`src/hw/rtl/jsu_pkg.sv`:
```
// Shared types, character codes and helper functions for the JSON string unescaper.
package jsu_pkg;

  localparam int unsigned GRP_MAX = 6;

  typedef enum logic [3:0] {
    PH_IDLE,
    PH_ESC,
    PH_UHEX,
    PH_XHEX,
    PH_SKIP,
    PH_LOWHEX,
    PH_BADU,
    PH_BADX,
    PH_BADLOW
  } phase_t;

  localparam logic [1:0] ERR_NONE      = 2'd0;
  localparam logic [1:0] ERR_ESCAPE    = 2'd1;
  localparam logic [1:0] ERR_SURROGATE = 2'd2;
  localparam logic [1:0] ERR_HEX       = 2'd3;

  localparam logic [7:0] C_QUOTE  = 8'h22;
  localparam logic [7:0] C_PLUS   = 8'h2B;
  localparam logic [7:0] C_SLASH  = 8'h2F;
  localparam logic [7:0] C_BSLASH = 8'h5C;
  localparam logic [7:0] C_LC_B   = 8'h62;
  localparam logic [7:0] C_LC_F   = 8'h66;
  localparam logic [7:0] C_LC_N   = 8'h6E;
  localparam logic [7:0] C_LC_R   = 8'h72;
  localparam logic [7:0] C_LC_T   = 8'h74;
  localparam logic [7:0] C_LC_U   = 8'h75;

  localparam logic [15:0] HI_MIN = 16'hD800;
  localparam logic [15:0] HI_MAX = 16'hDBFF;
  localparam logic [15:0] LO_MIN = 16'hDC00;
  localparam logic [15:0] LO_MAX = 16'hDFFF;

  localparam logic [15:0] OFF_PLUS     = 16'd2;
  localparam logic [15:0] OFF_U_END    = 16'd5;
  localparam logic [15:0] OFF_SKIP_END = 16'd7;
  localparam logic [15:0] OFF_X_END    = 16'd10;
  localparam logic [15:0] OFF_LOW_END  = 16'd11;

  localparam logic [15:0] POS_U_HEX   = 16'd2;
  localparam logic [15:0] POS_X_HEX   = 16'd3;
  localparam logic [15:0] POS_LOW_HEX = 16'd8;

  typedef struct packed {
    logic [7:0] in_byte;
    logic       in_last;
  } jsu_in_t;

  typedef struct packed {
    logic [7:0]  out_byte;
    logic        byte_valid;
    logic        out_last;
    logic [1:0]  error_code;
    logic [15:0] error_pos;
  } jsu_out_t;

  typedef struct packed {
    logic [GRP_MAX-1:0][7:0] bytes;
    logic [2:0]              count;
    logic                    data;
    logic                    last;
    logic [1:0]              err;
    logic [15:0]             pos;
  } jsu_group_t;

  typedef struct packed {
    logic [GRP_MAX-1:0][7:0] bytes;
    logic [2:0]              count;
  } jsu_utf8_t;

  // bit 4 set marks a byte that is not a hex digit
  function automatic logic [4:0] hex_digit(input logic [7:0] c);
    logic [4:0] r;
    r = 5'h10;
    if (c >= 8'h30 && c <= 8'h39) begin
      r = {1'b0, c[3:0]};
    end else if ((c >= 8'h61 && c <= 8'h66) || (c >= 8'h41 && c <= 8'h46)) begin
      r = {1'b0, c[3:0] + 4'd9};
    end
    return r;
  endfunction

  function automatic jsu_utf8_t utf8_encode(input logic [30:0] code);
    jsu_utf8_t r;
    r.bytes = '0;
    if (code < 31'h80) begin
      r.count    = 3'd1;
      r.bytes[0] = {1'b0, code[6:0]};
    end else if (code < 31'h800) begin
      r.count    = 3'd2;
      r.bytes[0] = {3'b110, code[10:6]};
      r.bytes[1] = {2'b10, code[5:0]};
    end else if (code < 31'h10000) begin
      r.count    = 3'd3;
      r.bytes[0] = {4'b1110, code[15:12]};
      r.bytes[1] = {2'b10, code[11:6]};
      r.bytes[2] = {2'b10, code[5:0]};
    end else if (code < 31'h200000) begin
      r.count    = 3'd4;
      r.bytes[0] = {5'b11110, code[20:18]};
      r.bytes[1] = {2'b10, code[17:12]};
      r.bytes[2] = {2'b10, code[11:6]};
      r.bytes[3] = {2'b10, code[5:0]};
    end else if (code < 31'h4000000) begin
      r.count    = 3'd5;
      r.bytes[0] = {6'b111110, code[25:24]};
      r.bytes[1] = {2'b10, code[23:18]};
      r.bytes[2] = {2'b10, code[17:12]};
      r.bytes[3] = {2'b10, code[11:6]};
      r.bytes[4] = {2'b10, code[5:0]};
    end else begin
      r.count    = 3'd6;
      r.bytes[0] = {7'b1111110, code[30]};
      r.bytes[1] = {2'b10, code[29:24]};
      r.bytes[2] = {2'b10, code[23:18]};
      r.bytes[3] = {2'b10, code[17:12]};
      r.bytes[4] = {2'b10, code[11:6]};
      r.bytes[5] = {2'b10, code[5:0]};
    end
    return r;
  endfunction

endpackage

```
`src/hw/rtl/jsu_chan_if.sv`:
```
// Valid/ready channel carrying one payload per transfer.
interface jsu_chan_if #(
  parameter type payload_t = logic
) ();
  logic     valid;
  logic     ready;
  payload_t data;

  modport source (output valid, output data, input ready);
  modport sink (input valid, input data, output ready);
endinterface

```
`src/hw/rtl/jsu_decoder.sv`:
```
// Input register, escape state machine and per-byte decode into a result group.
module jsu_decoder (
  input  logic               clk,
  input  logic               rst,
  input  logic               allow_ext,
  jsu_chan_if.sink           text,
  output logic               grp_valid,
  output jsu_pkg::jsu_group_t grp,
  input  logic               grp_ready
);
  import jsu_pkg::*;

  logic        in_full;
  jsu_in_t     in_q;
  logic        fire;

  phase_t      phase, phase_next;
  logic [31:0] accum, accum_next;
  logic [9:0]  hh, hh_next;
  logic [15:0] index, index_next;
  logic [15:0] start, start_next;
  logic [1:0]  err, err_next;

  logic [7:0]  c;
  logic        last;
  logic [15:0] off;
  logic [4:0]  hex;
  logic        dv;
  logic [31:0] acc_sh;
  logic [20:0] cp;
  logic        raw_en, utf_en;
  logic [7:0]  raw;
  logic [30:0] code;
  logic        fail_en;
  logic [1:0]  fail_code;
  logic [15:0] fail_pos;
  jsu_utf8_t   enc;

  assign fire       = in_full && (grp.count == 3'd0 || grp_ready);
  assign text.ready = !in_full || fire;
  assign grp_valid  = in_full && grp.count != 3'd0;

  always_ff @(posedge clk) begin
    if (rst) begin
      in_full <= 1'b0;
    end else if (text.ready) begin
      in_full <= text.valid;
    end
    if (text.valid && text.ready) begin
      in_q <= text.data;
    end
  end

  always_ff @(posedge clk) begin
    if (rst) begin
      phase <= PH_IDLE;
      accum <= '0;
      hh    <= '0;
      index <= '0;
      start <= '0;
      err   <= ERR_NONE;
    end else if (fire) begin
      phase <= phase_next;
      accum <= accum_next;
      hh    <= hh_next;
      index <= index_next;
      start <= start_next;
      err   <= err_next;
    end
  end

  always_comb begin
    c      = in_q.in_byte;
    last   = in_q.in_last;
    off    = index - start;
    hex    = hex_digit(c);
    dv     = !hex[4];
    acc_sh = {accum[27:0], hex[3:0]};
    cp     = {1'b0, hh, acc_sh[9:0]} + 21'h10000;

    phase_next = phase;
    accum_next = accum;
    hh_next    = hh;
    start_next = start;
    err_next   = err;
    index_next = index + 16'd1;
    raw_en     = 1'b0;
    raw        = c;
    utf_en     = 1'b0;
    code       = '0;
    fail_en    = 1'b0;
    fail_code  = ERR_ESCAPE;
    fail_pos   = start;

    if (err == ERR_NONE) begin
      unique case (phase)
        PH_IDLE: begin
          if (c == C_BSLASH) begin
            start_next = index;
            phase_next = PH_ESC;
            if (last) begin
              fail_en  = 1'b1;
              fail_pos = index;
            end
          end else begin
            raw_en = 1'b1;
          end
        end
        PH_ESC: begin
          raw_en = 1'b1;
          case (c) inside
            C_QUOTE, C_BSLASH, C_SLASH: raw = c;
            C_LC_B: raw = 8'h08;
            C_LC_F: raw = 8'h0C;
            C_LC_N: raw = 8'h0A;
            C_LC_R: raw = 8'h0D;
            C_LC_T: raw = 8'h09;
            default: raw_en = 1'b0;
          endcase
          if (raw_en) begin
            phase_next = PH_IDLE;
          end else if (c == C_LC_U && !last) begin
            accum_next = '0;
            phase_next = PH_UHEX;
          end else begin
            fail_en = 1'b1;
          end
        end
        PH_UHEX: begin
          if (off == OFF_PLUS && c == C_PLUS) begin
            if (!allow_ext || last) begin
              fail_en = 1'b1;
            end else begin
              accum_next = '0;
              phase_next = PH_XHEX;
            end
          end else begin
            if (dv) begin
              accum_next = acc_sh;
            end else begin
              phase_next = PH_BADU;
            end
            if (off >= OFF_U_END) begin
              if (!dv) begin
                fail_en   = 1'b1;
                fail_code = ERR_HEX;
                fail_pos  = start + POS_U_HEX;
              end else if (acc_sh[15:0] >= HI_MIN && acc_sh[15:0] <= HI_MAX) begin
                hh_next    = acc_sh[9:0];
                phase_next = PH_SKIP;
                if (last) begin
                  fail_en   = 1'b1;
                  fail_code = ERR_SURROGATE;
                end
              end else begin
                utf_en     = 1'b1;
                code       = {15'd0, acc_sh[15:0]};
                phase_next = PH_IDLE;
              end
            end else if (last) begin
              fail_en = 1'b1;
            end
          end
        end
        PH_BADU: begin
          if (off >= OFF_U_END) begin
            fail_en   = 1'b1;
            fail_code = ERR_HEX;
            fail_pos  = start + POS_U_HEX;
          end else if (last) begin
            fail_en = 1'b1;
          end
        end
        PH_XHEX: begin
          if (dv) begin
            accum_next = acc_sh;
          end else begin
            phase_next = PH_BADX;
          end
          if (off >= OFF_X_END) begin
            if (!dv) begin
              fail_en   = 1'b1;
              fail_code = ERR_HEX;
              fail_pos  = start + POS_X_HEX;
            end else if (acc_sh[31]) begin
              fail_en = 1'b1;
            end else begin
              utf_en     = 1'b1;
              code       = acc_sh[30:0];
              phase_next = PH_IDLE;
            end
          end else if (last) begin
            fail_en = 1'b1;
          end
        end
        PH_BADX: begin
          if (off >= OFF_X_END) begin
            fail_en   = 1'b1;
            fail_code = ERR_HEX;
            fail_pos  = start + POS_X_HEX;
          end else if (last) begin
            fail_en = 1'b1;
          end
        end
        PH_SKIP: begin
          if (off >= OFF_SKIP_END) begin
            accum_next = '0;
            phase_next = PH_LOWHEX;
          end
          if (last) begin
            fail_en   = 1'b1;
            fail_code = ERR_SURROGATE;
          end
        end
        PH_LOWHEX: begin
          if (dv) begin
            accum_next = acc_sh;
          end else begin
            phase_next = PH_BADLOW;
          end
          if (off >= OFF_LOW_END) begin
            if (!dv) begin
              fail_en   = 1'b1;
              fail_code = ERR_HEX;
              fail_pos  = start + POS_LOW_HEX;
            end else if (acc_sh[15:0] < LO_MIN || acc_sh[15:0] > LO_MAX) begin
              fail_en   = 1'b1;
              fail_code = ERR_SURROGATE;
            end else begin
              utf_en     = 1'b1;
              code       = {10'd0, cp};
              phase_next = PH_IDLE;
            end
          end else if (last) begin
            fail_en   = 1'b1;
            fail_code = ERR_SURROGATE;
          end
        end
        PH_BADLOW: begin
          if (off >= OFF_LOW_END) begin
            fail_en   = 1'b1;
            fail_code = ERR_HEX;
            fail_pos  = start + POS_LOW_HEX;
          end else if (last) begin
            fail_en   = 1'b1;
            fail_code = ERR_SURROGATE;
          end
        end
        default: phase_next = PH_IDLE;
      endcase
    end

    if (fail_en) begin
      err_next   = fail_code;
      start_next = fail_pos;
      phase_next = PH_IDLE;
    end

    enc       = utf8_encode(code);
    grp.bytes = '0;
    grp.count = 3'd0;
    grp.data  = 1'b1;
    grp.last  = last;
    grp.err   = ERR_NONE;
    grp.pos   = '0;
    if (raw_en) begin
      grp.bytes[0] = raw;
      grp.count    = 3'd1;
    end else if (utf_en) begin
      grp.bytes = enc.bytes;
      grp.count = enc.count;
    end else if (last) begin
      // end marker carrying the held error, if any
      grp.count = 3'd1;
      grp.data  = 1'b0;
      grp.err   = err_next;
      grp.pos   = (err_next != ERR_NONE) ? start_next : 16'd0;
    end

    if (last) begin
      phase_next = PH_IDLE;
      accum_next = '0;
      hh_next    = '0;
      index_next = '0;
      start_next = '0;
      err_next   = ERR_NONE;
    end
  end

endmodule

```
`src/hw/rtl/jsu_burst_buf.sv`:
```
// Result register holding one decoded group and shifting it out a byte per transfer.
module jsu_burst_buf (
  input  logic                clk,
  input  logic                rst,
  input  logic                grp_valid,
  input  jsu_pkg::jsu_group_t grp,
  output logic                grp_ready,
  jsu_chan_if.source          utf8
);
  import jsu_pkg::*;

  logic [2:0] count;
  jsu_group_t held;
  logic       xfer;
  logic       load;

  assign xfer      = utf8.valid && utf8.ready;
  assign grp_ready = count == 3'd0 || (count == 3'd1 && utf8.ready);
  assign load      = grp_valid && grp_ready;

  always_ff @(posedge clk) begin
    if (rst) begin
      count <= '0;
    end else if (load) begin
      count <= grp.count;
    end else if (xfer) begin
      count <= count - 3'd1;
    end
  end

  always_ff @(posedge clk) begin
    if (load) begin
      held <= grp;
    end else if (xfer) begin
      held.bytes <= {8'h00, held.bytes[GRP_MAX-1:1]};
    end
  end

  assign utf8.valid           = count != 3'd0;
  assign utf8.data.out_byte   = held.bytes[0];
  assign utf8.data.byte_valid = held.data;
  assign utf8.data.out_last   = held.last && count == 3'd1;
  assign utf8.data.error_code = held.err;
  assign utf8.data.error_pos  = held.pos;

endmodule

```
`src/hw/rtl/json_string_unescaper.sv`:
```
// JSON string unescaper top level: configuration register, decoder and result buffer.
// A byte transferred into the input register is decoded from there into the result register,
// from which its first result may transfer. Throughput: one input byte per cycle while the
// output is not stalled, set by the output of one byte per cycle: a byte with results waits
// in the input register until the result register is empty or its group is down to its last byte.
// Reset (synchronous) empties both stages, clears the string state and enables \u+ escapes.
module json_string_unescaper (
  input  logic       clk,
  input  logic       rst,
  jsu_chan_if.sink   text,
  jsu_chan_if.sink   cfg,
  jsu_chan_if.source utf8
);
  import jsu_pkg::*;

  logic       allow_extended_escape;
  logic       grp_valid;
  logic       grp_ready;
  jsu_group_t grp;

  assign cfg.ready = 1'b1;

  always_ff @(posedge clk) begin
    if (rst) begin
      allow_extended_escape <= 1'b1;
    end else if (cfg.valid) begin
      allow_extended_escape <= cfg.data;
    end
  end

  jsu_decoder u_decoder (
    .clk       (clk),
    .rst       (rst),
    .allow_ext (allow_extended_escape),
    .text      (text),
    .grp_valid (grp_valid),
    .grp       (grp),
    .grp_ready (grp_ready)
  );

  jsu_burst_buf u_burst_buf (
    .clk       (clk),
    .rst       (rst),
    .grp_valid (grp_valid),
    .grp       (grp),
    .grp_ready (grp_ready),
    .utf8      (utf8)
  );

`ifndef SYNTHESIS
  a_data_no_error: assert property (@(posedge clk) disable iff (rst)
    utf8.valid && utf8.data.byte_valid |-> utf8.data.error_code == ERR_NONE)
    else $error("data byte carries an error code");

  a_marker_last: assert property (@(posedge clk) disable iff (rst)
    utf8.valid && !utf8.data.byte_valid |-> utf8.data.out_last)
    else $error("end marker without out_last");

  a_group_size: assert property (@(posedge clk) disable iff (rst)
    grp_valid |-> grp.count != 3'd0 && grp.count <= 3'd6)
    else $error("decoded group size out of range");

  a_marker_group: assert property (@(posedge clk) disable iff (rst)
    grp_valid && !grp.data |-> grp.count == 3'd1 && grp.last)
    else $error("end marker group malformed");
`endif

endmodule

```
`src/flat_wrapper.sv`:
```
// flat-port wrapper written by rule: the top's interface ports become plain ports
module json_string_unescaper_flat import jsu_pkg::*;
  (clk, rst, text_valid, text_data, text_ready, cfg_valid, cfg_data, cfg_ready, utf8_valid, utf8_data, utf8_ready);
  jsu_chan_if #(.payload_t(jsu_in_t)) text_i ();
  jsu_chan_if #(.payload_t(logic)) cfg_i ();
  jsu_chan_if #(.payload_t(jsu_out_t)) utf8_i ();
  input  logic clk;
  input  logic rst;
  input wire logic [$bits(text_i.valid)-1:0] text_valid;
  input wire logic [$bits(text_i.data)-1:0] text_data;
  output wire logic [$bits(text_i.ready)-1:0] text_ready;
  input wire logic [$bits(cfg_i.valid)-1:0] cfg_valid;
  input wire logic [$bits(cfg_i.data)-1:0] cfg_data;
  output wire logic [$bits(cfg_i.ready)-1:0] cfg_ready;
  output wire logic [$bits(utf8_i.valid)-1:0] utf8_valid;
  output wire logic [$bits(utf8_i.data)-1:0] utf8_data;
  input wire logic [$bits(utf8_i.ready)-1:0] utf8_ready;
  assign text_i.valid = text_valid;
  assign text_i.data = text_data;
  assign text_ready = text_i.ready;
  assign cfg_i.valid = cfg_valid;
  assign cfg_i.data = cfg_data;
  assign cfg_ready = cfg_i.ready;
  assign utf8_valid = utf8_i.valid;
  assign utf8_data = utf8_i.data;
  assign utf8_i.ready = utf8_ready;
  json_string_unescaper u_core (.clk(clk), .rst(rst), .text(text_i), .cfg(cfg_i), .utf8(utf8_i));
endmodule
```
`config.mk`:
```
export PLATFORM = sky130hd
export DESIGN_NAME = json_string_unescaper_flat
export DESIGN_NICKNAME = d
export VERILOG_FILES = /design/src/hw/rtl/jsu_pkg.sv /design/src/hw/rtl/jsu_chan_if.sv /design/src/hw/rtl/jsu_decoder.sv /design/src/hw/rtl/jsu_burst_buf.sv /design/src/hw/rtl/json_string_unescaper.sv /design/src/flat_wrapper.sv
export SDC_FILE = /design/constraint.sdc
export NUM_CORES = 1
export LEC_CHECK = 0
export BUFFER_PORTS_ARGS = -buffer_cell sky130_fd_sc_hd__buf_4
export CORE_MARGIN = 4
export CORE_UTILIZATION = 25
export DETAILED_ROUTE_END_ITERATION = 16
export MAX_ROUTING_LAYER = met4
export REMOVE_ABC_BUFFERS = 1
export SYNTH_ARGS = -nofsm -noshare
export SYNTH_HDL_FRONTEND = slang
export SYNTH_SLANG_ARGS = --single-unit
```
`constraint.sdc`:
```
create_clock -name clk -period 16.3 [get_ports clk]
set_input_delay 1.63 -clock clk [delete_from_list [all_inputs] [get_ports clk]]
set_output_delay 1.63 -clock clk [all_outputs]
set_load 0.02 [all_outputs]
```
---- Word-level counts from Yosys, hierarchy flattened ----
Cells that the tools add are included.
word-level totals
  register bits ........................... 162
  output and inout bits ................... 31
  logic and storage cells ................. 294
cells by class
  add/sub/neg operators ................... 8
  $lt $le $gt $ge ......................... 19
  eq/ne operators ......................... 31
  mux-type cells .......................... 168
  bitwise gates (word level) .............. 2
  reductions and logical operators ........ 45
operators with widths
  cell                                                          count
  two-way mux 16 bit                                            24
  two-way mux 32 bit                                            9
  two-way mux 43 bit                                            4
  two-way mux 48 bit                                            3
  two-way mux 35 bit                                            4
  one-hot mux 32 bit (4 select lines)                           1
  two-way mux 31 bit                                            4
  one-hot mux 16 bit (7 select lines)                           1
  one-hot mux 31 bit (3 select lines)                           1
  two-way mux 27 bit                                            3
  two-way mux 4 bit                                             20
  two-way mux 40 bit                                            2
  two-way mux 8 bit                                             9
  two-way mux 10 bit                                            7
  two-way mux 21 bit                                            3
  equality test 8 x 7 -> 1 bit, second input constant           7
  two-way mux 41 bit                                            1
  two-way mux 1 bit                                             40
  two-way mux 2 bit                                             17
  adder 16 x 2 -> 16 bit, second input constant                 2
  >= comparator 16 x 3 -> 1 bit, second input constant          2
  >= comparator 16 x 4 -> 1 bit, second input constant          2
  less-than comparator 31 x 12 -> 1 bit, second input constant  1
  less-than comparator 31 x 17 -> 1 bit, second input constant  1
  53 further kinds                                              105

---- Longest topological paths before layout ----
  depth after elaboration ................. 35
  mapped depth ............................ 20
  mapped depth without buffers ............ 17

---- Hierarchy ----
From an unflattened synthesis, not the netlist that was laid out.
second synthesis, totals
  cell total of the unflattened synthesis .. 1479
  area total of the unflattened synthesis .. 12059.1 um2
modules (own cells, without submodules)
  module                 instances  cells an instance  area each (um2)
  jsu_decoder            1          1286               8917.3
  jsu_burst_buf          1          188                3095.5
  json_string_unescaper  1          5                  46.3

---- Least setup slack after synthesis ----
Ideal clock, no wire load.
  path kind ............................... reg-to-reg
  from .................................... register u_core.u_decoder.start[0]
  to ...................................... register u_core.u_burst_buf.count[0]
  setup time .............................. 0.144 ns
  arrival time ............................ 5.880 ns
  path slack .............................. 10.276 ns
  cell stages (with the launch flop) ...... 17
  buffers on the path ..................... 1
  period minus slack after synthesis ...... 6.024 ns
  cells stage by stage .................... dfxtp_1 ha_1 inv_1 fa_1 a211oi_2 o211ai_1 a41o_1 a31o_2 o221ai_1 and4bb_1 buf_4 o32ai_2 o21a_1 o31ai_2 o21ai_1 and3_1 a2111oi_2
on the way
  word-level cells in the longest chain between the ends .. 27
  elaborated cells between the ends (all ways) .. 44
  classes of those cells .................. add/sub (1); order compare (8); eq/ne (1); mux (29); reduce/logical (5)
RTL lines
  item                                                                                   RTL line                                text
  from (decl)                                                                            jsu_decoder.sv:21                       logic [15:0] start, start_next;
  from (signal assigned)                                                                 jsu_decoder.sv:67                       start <= start_next;
  subtractor 16 bit *                                                                    jsu_decoder.sv:75                       off = index - start;
  >= comparator 16 x 3 -> 1 bit / equality test 16 x 2 -> 1 bit (equally long branches)  jsu_decoder.sv:143, jsu_decoder.sv:130
  two-way mux 16 bit / logical AND 1 bit (equally long branches)                         jsu_decoder.sv:143, jsu_decoder.sv:130
  two-way mux 16 bit                                                                     jsu_decoder.sv:130                      if (off == OFF_PLUS && c == C_PLUS) begin
  one-hot mux 31 bit (3 select lines)                                                    jsu_decoder.sv:96                       unique case (phase)
  two-way mux 31 bit                                                                     jsu_decoder.sv:95                       if (err == ERR_NONE) begin
  less-than comparator 31 x 27 -> 1 bit                                                  jsu_pkg.sv:109                          end else if (code < 31'h4000000) begin
  two-way mux 41 bit                                                                     jsu_pkg.sv:109
  [11 not listed]                                                                        --
  two-way mux 19 bit                                                                     jsu_pkg.sv:94                           end else if (code < 31'h800) begin
  two-way mux 11 bit                                                                     jsu_pkg.sv:91                           if (code < 31'h80) begin
  two-way mux 3 bit *                                                                    jsu_decoder.sv:269                      end else if (utf_en) begin
  two-way mux 11 bit *                                                                   jsu_decoder.sv:266                      if (raw_en) begin
  nonzero test 3 bit                                                                     jsu_decoder.sv:41                       assign grp_valid = in_full && grp.count != 3'd0;
  logical AND 1 bit                                                                      jsu_decoder.sv:41
  logical AND 1 bit                                                                      jsu_burst_buf.sv:19                     assign load = grp_valid && grp_ready;
  two-way mux 3 bit / nonzero test 2 bit (equally long branches)                         --
  to (signal assigned)                                                                   jsu_burst_buf.sv:25                     count <= grp.count;
  to (signal assigned)                                                                   jsu_burst_buf.sv:27                     count <= count - 3'd1;
  to (decl)                                                                              jsu_burst_buf.sv:12                     logic [2:0] count;
Every way passes the cells marked *; elsewhere a longest branch is shown, timed or not. The select of a mux whose other input is x is not followed.
A chain may end at the register's enable or synchronous reset.

---- Final worst setup path ----
  from .................................... register u_core.u_decoder.start[5]
  to ...................................... output port text_ready
on the way
  word-level cells in the longest chain between the ends .. 27
  elaborated cells between the ends (all ways) .. 43
  classes of those cells .................. add/sub (1); order compare (8); eq/ne (1); mux (28); reduce/logical (5)
RTL lines
  item                                                                                   RTL line                                text
  subtractor 16 bit *                                                                    jsu_decoder.sv:75
  >= comparator 16 x 3 -> 1 bit / equality test 16 x 2 -> 1 bit (equally long branches)  jsu_decoder.sv:143, jsu_decoder.sv:130
  two-way mux 16 bit / logical AND 1 bit (equally long branches)                         jsu_decoder.sv:143, jsu_decoder.sv:130
  two-way mux 16 bit                                                                     jsu_decoder.sv:130
  one-hot mux 31 bit (3 select lines)                                                    jsu_decoder.sv:96
  two-way mux 31 bit                                                                     jsu_decoder.sv:95
  less-than comparator 31 x 27 -> 1 bit                                                  jsu_pkg.sv:109
  two-way mux 41 bit                                                                     jsu_pkg.sv:109
  [11 not listed]                                                                        --
  two-way mux 19 bit                                                                     jsu_pkg.sv:94
  two-way mux 11 bit                                                                     jsu_pkg.sv:91
  two-way mux 3 bit *                                                                    jsu_decoder.sv:269
  two-way mux 11 bit *                                                                   jsu_decoder.sv:266
  zero test 3 bit *                                                                      jsu_decoder.sv:39                       assign fire = in_full && (grp.count == 3'd0 || grp_ready);
  logical OR 1 bit *                                                                     jsu_decoder.sv:39
  logical AND 1 bit *                                                                    jsu_decoder.sv:39
  logical OR 1 bit *                                                                     jsu_decoder.sv:40                       assign text.ready = !in_full || fire;
  to (decl)                                                                              flat_wrapper.sv:11                      output wire logic [$bits(text_i.ready)-1:0] text_ready;
Marked as above.

==> results.toml <==
[cts]
clock_path_buffers = 2
buffer_count_from_post_cts_setup_fixing = 0
clock_sinks = 153
clkTransAtPathRegs_ps = 70
cts_tree = "yes"
clk-insertion-delay-late_ps = 460
cts-hold-fix-buffers = 0
cts_bufs_inserted = 17
cts-root-buf = "sky130_fd_sc_hd__clkbuf_16"
cts_resized = 0
cts.htree.levels = 4

[global_route]
met1_usage_pct = 22.7
initial_antenna_violation_count = 0
wire_length_of_the_first_global_routing_pass_um = 65900
grt_busiest_layer = "met2"
first_global_vias = 10675
use_met2_pct = 29.0
grt_use_met3_pct = 3.43
grt_start_max_net_pins = 50
groute.usage.overall_pct = 18.0
globalRoute.totalOverflow = 0

[final_layout]
fin_cells = 1984
area.growth.synth_to_final_pct = 10.9
final_layout_size_suffix_gt1_share_pct = 9.48
final-seq-area_um2 = 3780
fillCellCount = 4850
multiInputGateArea_um2 = 6820
finalNetCount = 1423
antenna-diode-count = 0

[floorplan]
placementRows = 77
io_pins = 46
floorplan.core_area_um2 = 44500
die_w_um = 221
floorplan_die_height_um = 221
die_area_um2 = 48700
initial_utilization_pct = 25.4

[routing]
detail_route.drc_violations = 0
antenna_violating_nets_post_route = 0
routed_wire_length_per_instance_um = 21.8
viasPerCell = 5.76
drt-total-wl_um = 43300
num_vias = 11436
drt_iter0_drc = 1377
detail_route.first_pass.iterations = 6

[logic_synthesis]
distinct_cell_type_count_of_the_synthesized_netlist = 95
synthCells = 1416
netlist_top_cells_area = "sky130_fd_sc_hd__edfxtp_1 19%, sky130_fd_sc_hd__dfxtp_1 14%, sky130_fd_sc_hd__nor2_1 5.5%"
synth-seq-cells = 153
post_synth_edffs = 72
library_cell_with_the_highest_instance_count_after_synthesis = "sky130_fd_sc_hd__nor2_1"
ys_dominant_reg_cell = "sky130_fd_sc_hd__dfxtp_1"
post_synth_most_frequent_cells = "167 x sky130_fd_sc_hd__nor2_1, 149 x sky130_fd_sc_hd__nand2_1, 106 x sky130_fd_sc_hd__a21oi_1"
netlist.top_cell.by_area = "sky130_fd_sc_hd__edfxtp_1"
post-synth-top-area-fraction_pct = 19.1
synth_warnings = 0
synth-async-reset-ratio_pct = 0
synth.avg_cell_area_um2 = 7.99
summed_instance_area_of_the_synthesized_netlist_um2 = 11300
synth_seq_area_share_pct = 33.5

[placed_design]
placedCellCount = 1952
place.port_buffers = 44
dpl.hpwl_um = 31800
globalplace.congestion = 0.977

[pwr]
pwr_density_cell_nw_per_um2 = 112
vdd.ir_drop.worst_mv = 0.0653
power_leakage_uw = 0.00421

[min_path]
whs_path_depth = 2
holdCritPathClass = "reg -> reg"

[timing]
hold_violation_total_from_the_final_report = 0
timing.slew.headroom_pct = 20.5
period_needed_ps = 7230
setup_tns_ps = 0
setup_viol_count_final = 0
timing.fmax_ghz = 0.138
max_slew.worst_pin.slew_ps = 1190
slew_viol_final = 0
rsz0062_at_grt = "no"
hold_slack_ps = 492
fin_worst_skew_ps = 13.6
finalCritPeriodShare_pct = 44.3

[worst_setup_path]
rr_worst_depth = 14
path_class = "reg -> out"
cp_data_arrival_time_ps = 5600
worstSetupEndpointType = "output port"
crit_required_ps = 14670
startpoint_type = "register"
worst-path-max-fanout = 24

[flow_run]
max_cap_check_violation_count = 0

[outcome]
result_of_the_run = "complete, no violations"
flip-flops by register name, indices dropped and copies added, names as in the netlist:
register                      cells
u_core.u_decoder.in_full          1
u_core.u_decoder.hh              10
u_core.u_decoder.c                8
u_core.u_burst_buf.utf8.data     27
u_core.u_decoder.accum           28
u_core.u_burst_buf.held          36
u_core.u_decoder.last             1
u_core.u_decoder.err              2
u_core.u_decoder.index           16
u_core.u_burst_buf.count          3
u_core.u_decoder.start           16
u_core.allow_extended_escape      1
u_core.u_decoder.phase            4
critical path, stage by stage, from the launching register on:
cell                       delay, ps
sky130_fd_sc_hd__dfxtp_1         580
sky130_fd_sc_hd__inv_1           180
sky130_fd_sc_hd__ha_1            410
sky130_fd_sc_hd__a21oi_1         400
sky130_fd_sc_hd__o211ai_1        190
sky130_fd_sc_hd__a41o_1          310
sky130_fd_sc_hd__a31o_2          260
sky130_fd_sc_hd__o221ai_1        150
sky130_fd_sc_hd__and4bb_1        400
sky130_fd_sc_hd__o32ai_2         640
sky130_fd_sc_hd__o21a_1          830
sky130_fd_sc_hd__o31ai_2         180
sky130_fd_sc_hd__nor2_1          350
sky130_fd_sc_hd__inv_1            80
sky130_fd_sc_hd__buf_4           160
routing by layer:
metal  vias to the layer above  wire length (µm)  share of wire [%]
met1                      5517             18300                 42
met5                         -                 0                  0
met2                       560             20300                 47
met3                       110              3130                7.2
met4                         0              1600                3.7
li1                       5249                 -                  -
where the power goes:
part           leakage [µW]  internal, µW  switching, µW
registers           0.00135           513           35.2
logic               0.00258           128            310
clock network      0.000292           242            181
total               0.00421           882            527
worst paths after layout:
kind | slack [ps] | start | end
max | 9070 | u_core.u_decoder.start[5] | text_ready
min | 490 | u_core.u_decoder.err[1] | u_core.u_decoder.err[1]
max reg2reg | 9890 | u_core.u_decoder.start[5] | u_core.u_decoder.accum[9]
min reg2reg | 490 | u_core.u_decoder.err[1] | u_core.u_decoder.err[1]
cell usage in the layout, fill, tap and decap left out, types with 17 or more instances in the layout:
master	n
sky130_fd_sc_hd__ha_1	28
sky130_fd_sc_hd__nand2_1	149
sky130_fd_sc_hd__a22o_1	17
sky130_fd_sc_hd__o22ai_1	19
sky130_fd_sc_hd__buf_4	60
sky130_fd_sc_hd__a31oi_1	18
sky130_fd_sc_hd__o21ai_0	80
sky130_fd_sc_hd__nand4_1	18
sky130_fd_sc_hd__nor2_1	167
sky130_fd_sc_hd__a22oi_1	51
sky130_fd_sc_hd__nand3_1	45
sky130_fd_sc_hd__a21oi_1	106
sky130_fd_sc_hd__dfxtp_1	81
sky130_fd_sc_hd__xnor2_1	22
sky130_fd_sc_hd__edfxtp_1	72
sky130_fd_sc_hd__nor3_1	45
sky130_fd_sc_hd__and3_1	17
sky130_fd_sc_hd__clkbuf_16	17
sky130_fd_sc_hd__inv_1	36
cells by family after synthesis:
| group | after synthesis | share of synthesized area, % |
|---|---|---|
| AOI/OAI and AO/OA | 480 | 29.5 |
| muxes | 17 | 1.54 |
| adders and majority gates | 29 | 3.27 |
| DFF | 153 | 33.5 |
| xor gates and xnor gates | 34 | 2.63 |
| other | 1 | 0.0332 |
| buffers and inverters | 154 | 6.49 |
| and+or+nand+nor | 548 | 23.0 |
stage by stage:
step | util [%] | instance area, µm² | setup WS (ps) | power [µW]
CTS | 28.2 | 12500 | 9180 | 1410
detailed placement | 26.8 | 11900 | 9680 | 989
finish | 28.2 | 12500 | 9070 | 1410
global route | 28.2 | 12500 | 8760 | 1470
floorplan | - | 10700 | 9980 | 811
global placement | 26.8 | 11900 | 9800 | 985
final cells by class:
type                            instances  area share [%]
Clock buffer                           18            3.42
Clock inverter                         14            1.36
Inverter                               38            1.14
Multi-Input combinational cell       1109            54.4
Sequential cell                       153            30.2
Tap cell                              592            5.91
Timing Repair Buffer                   60            3.59
(Power assumes the default switching activity.)
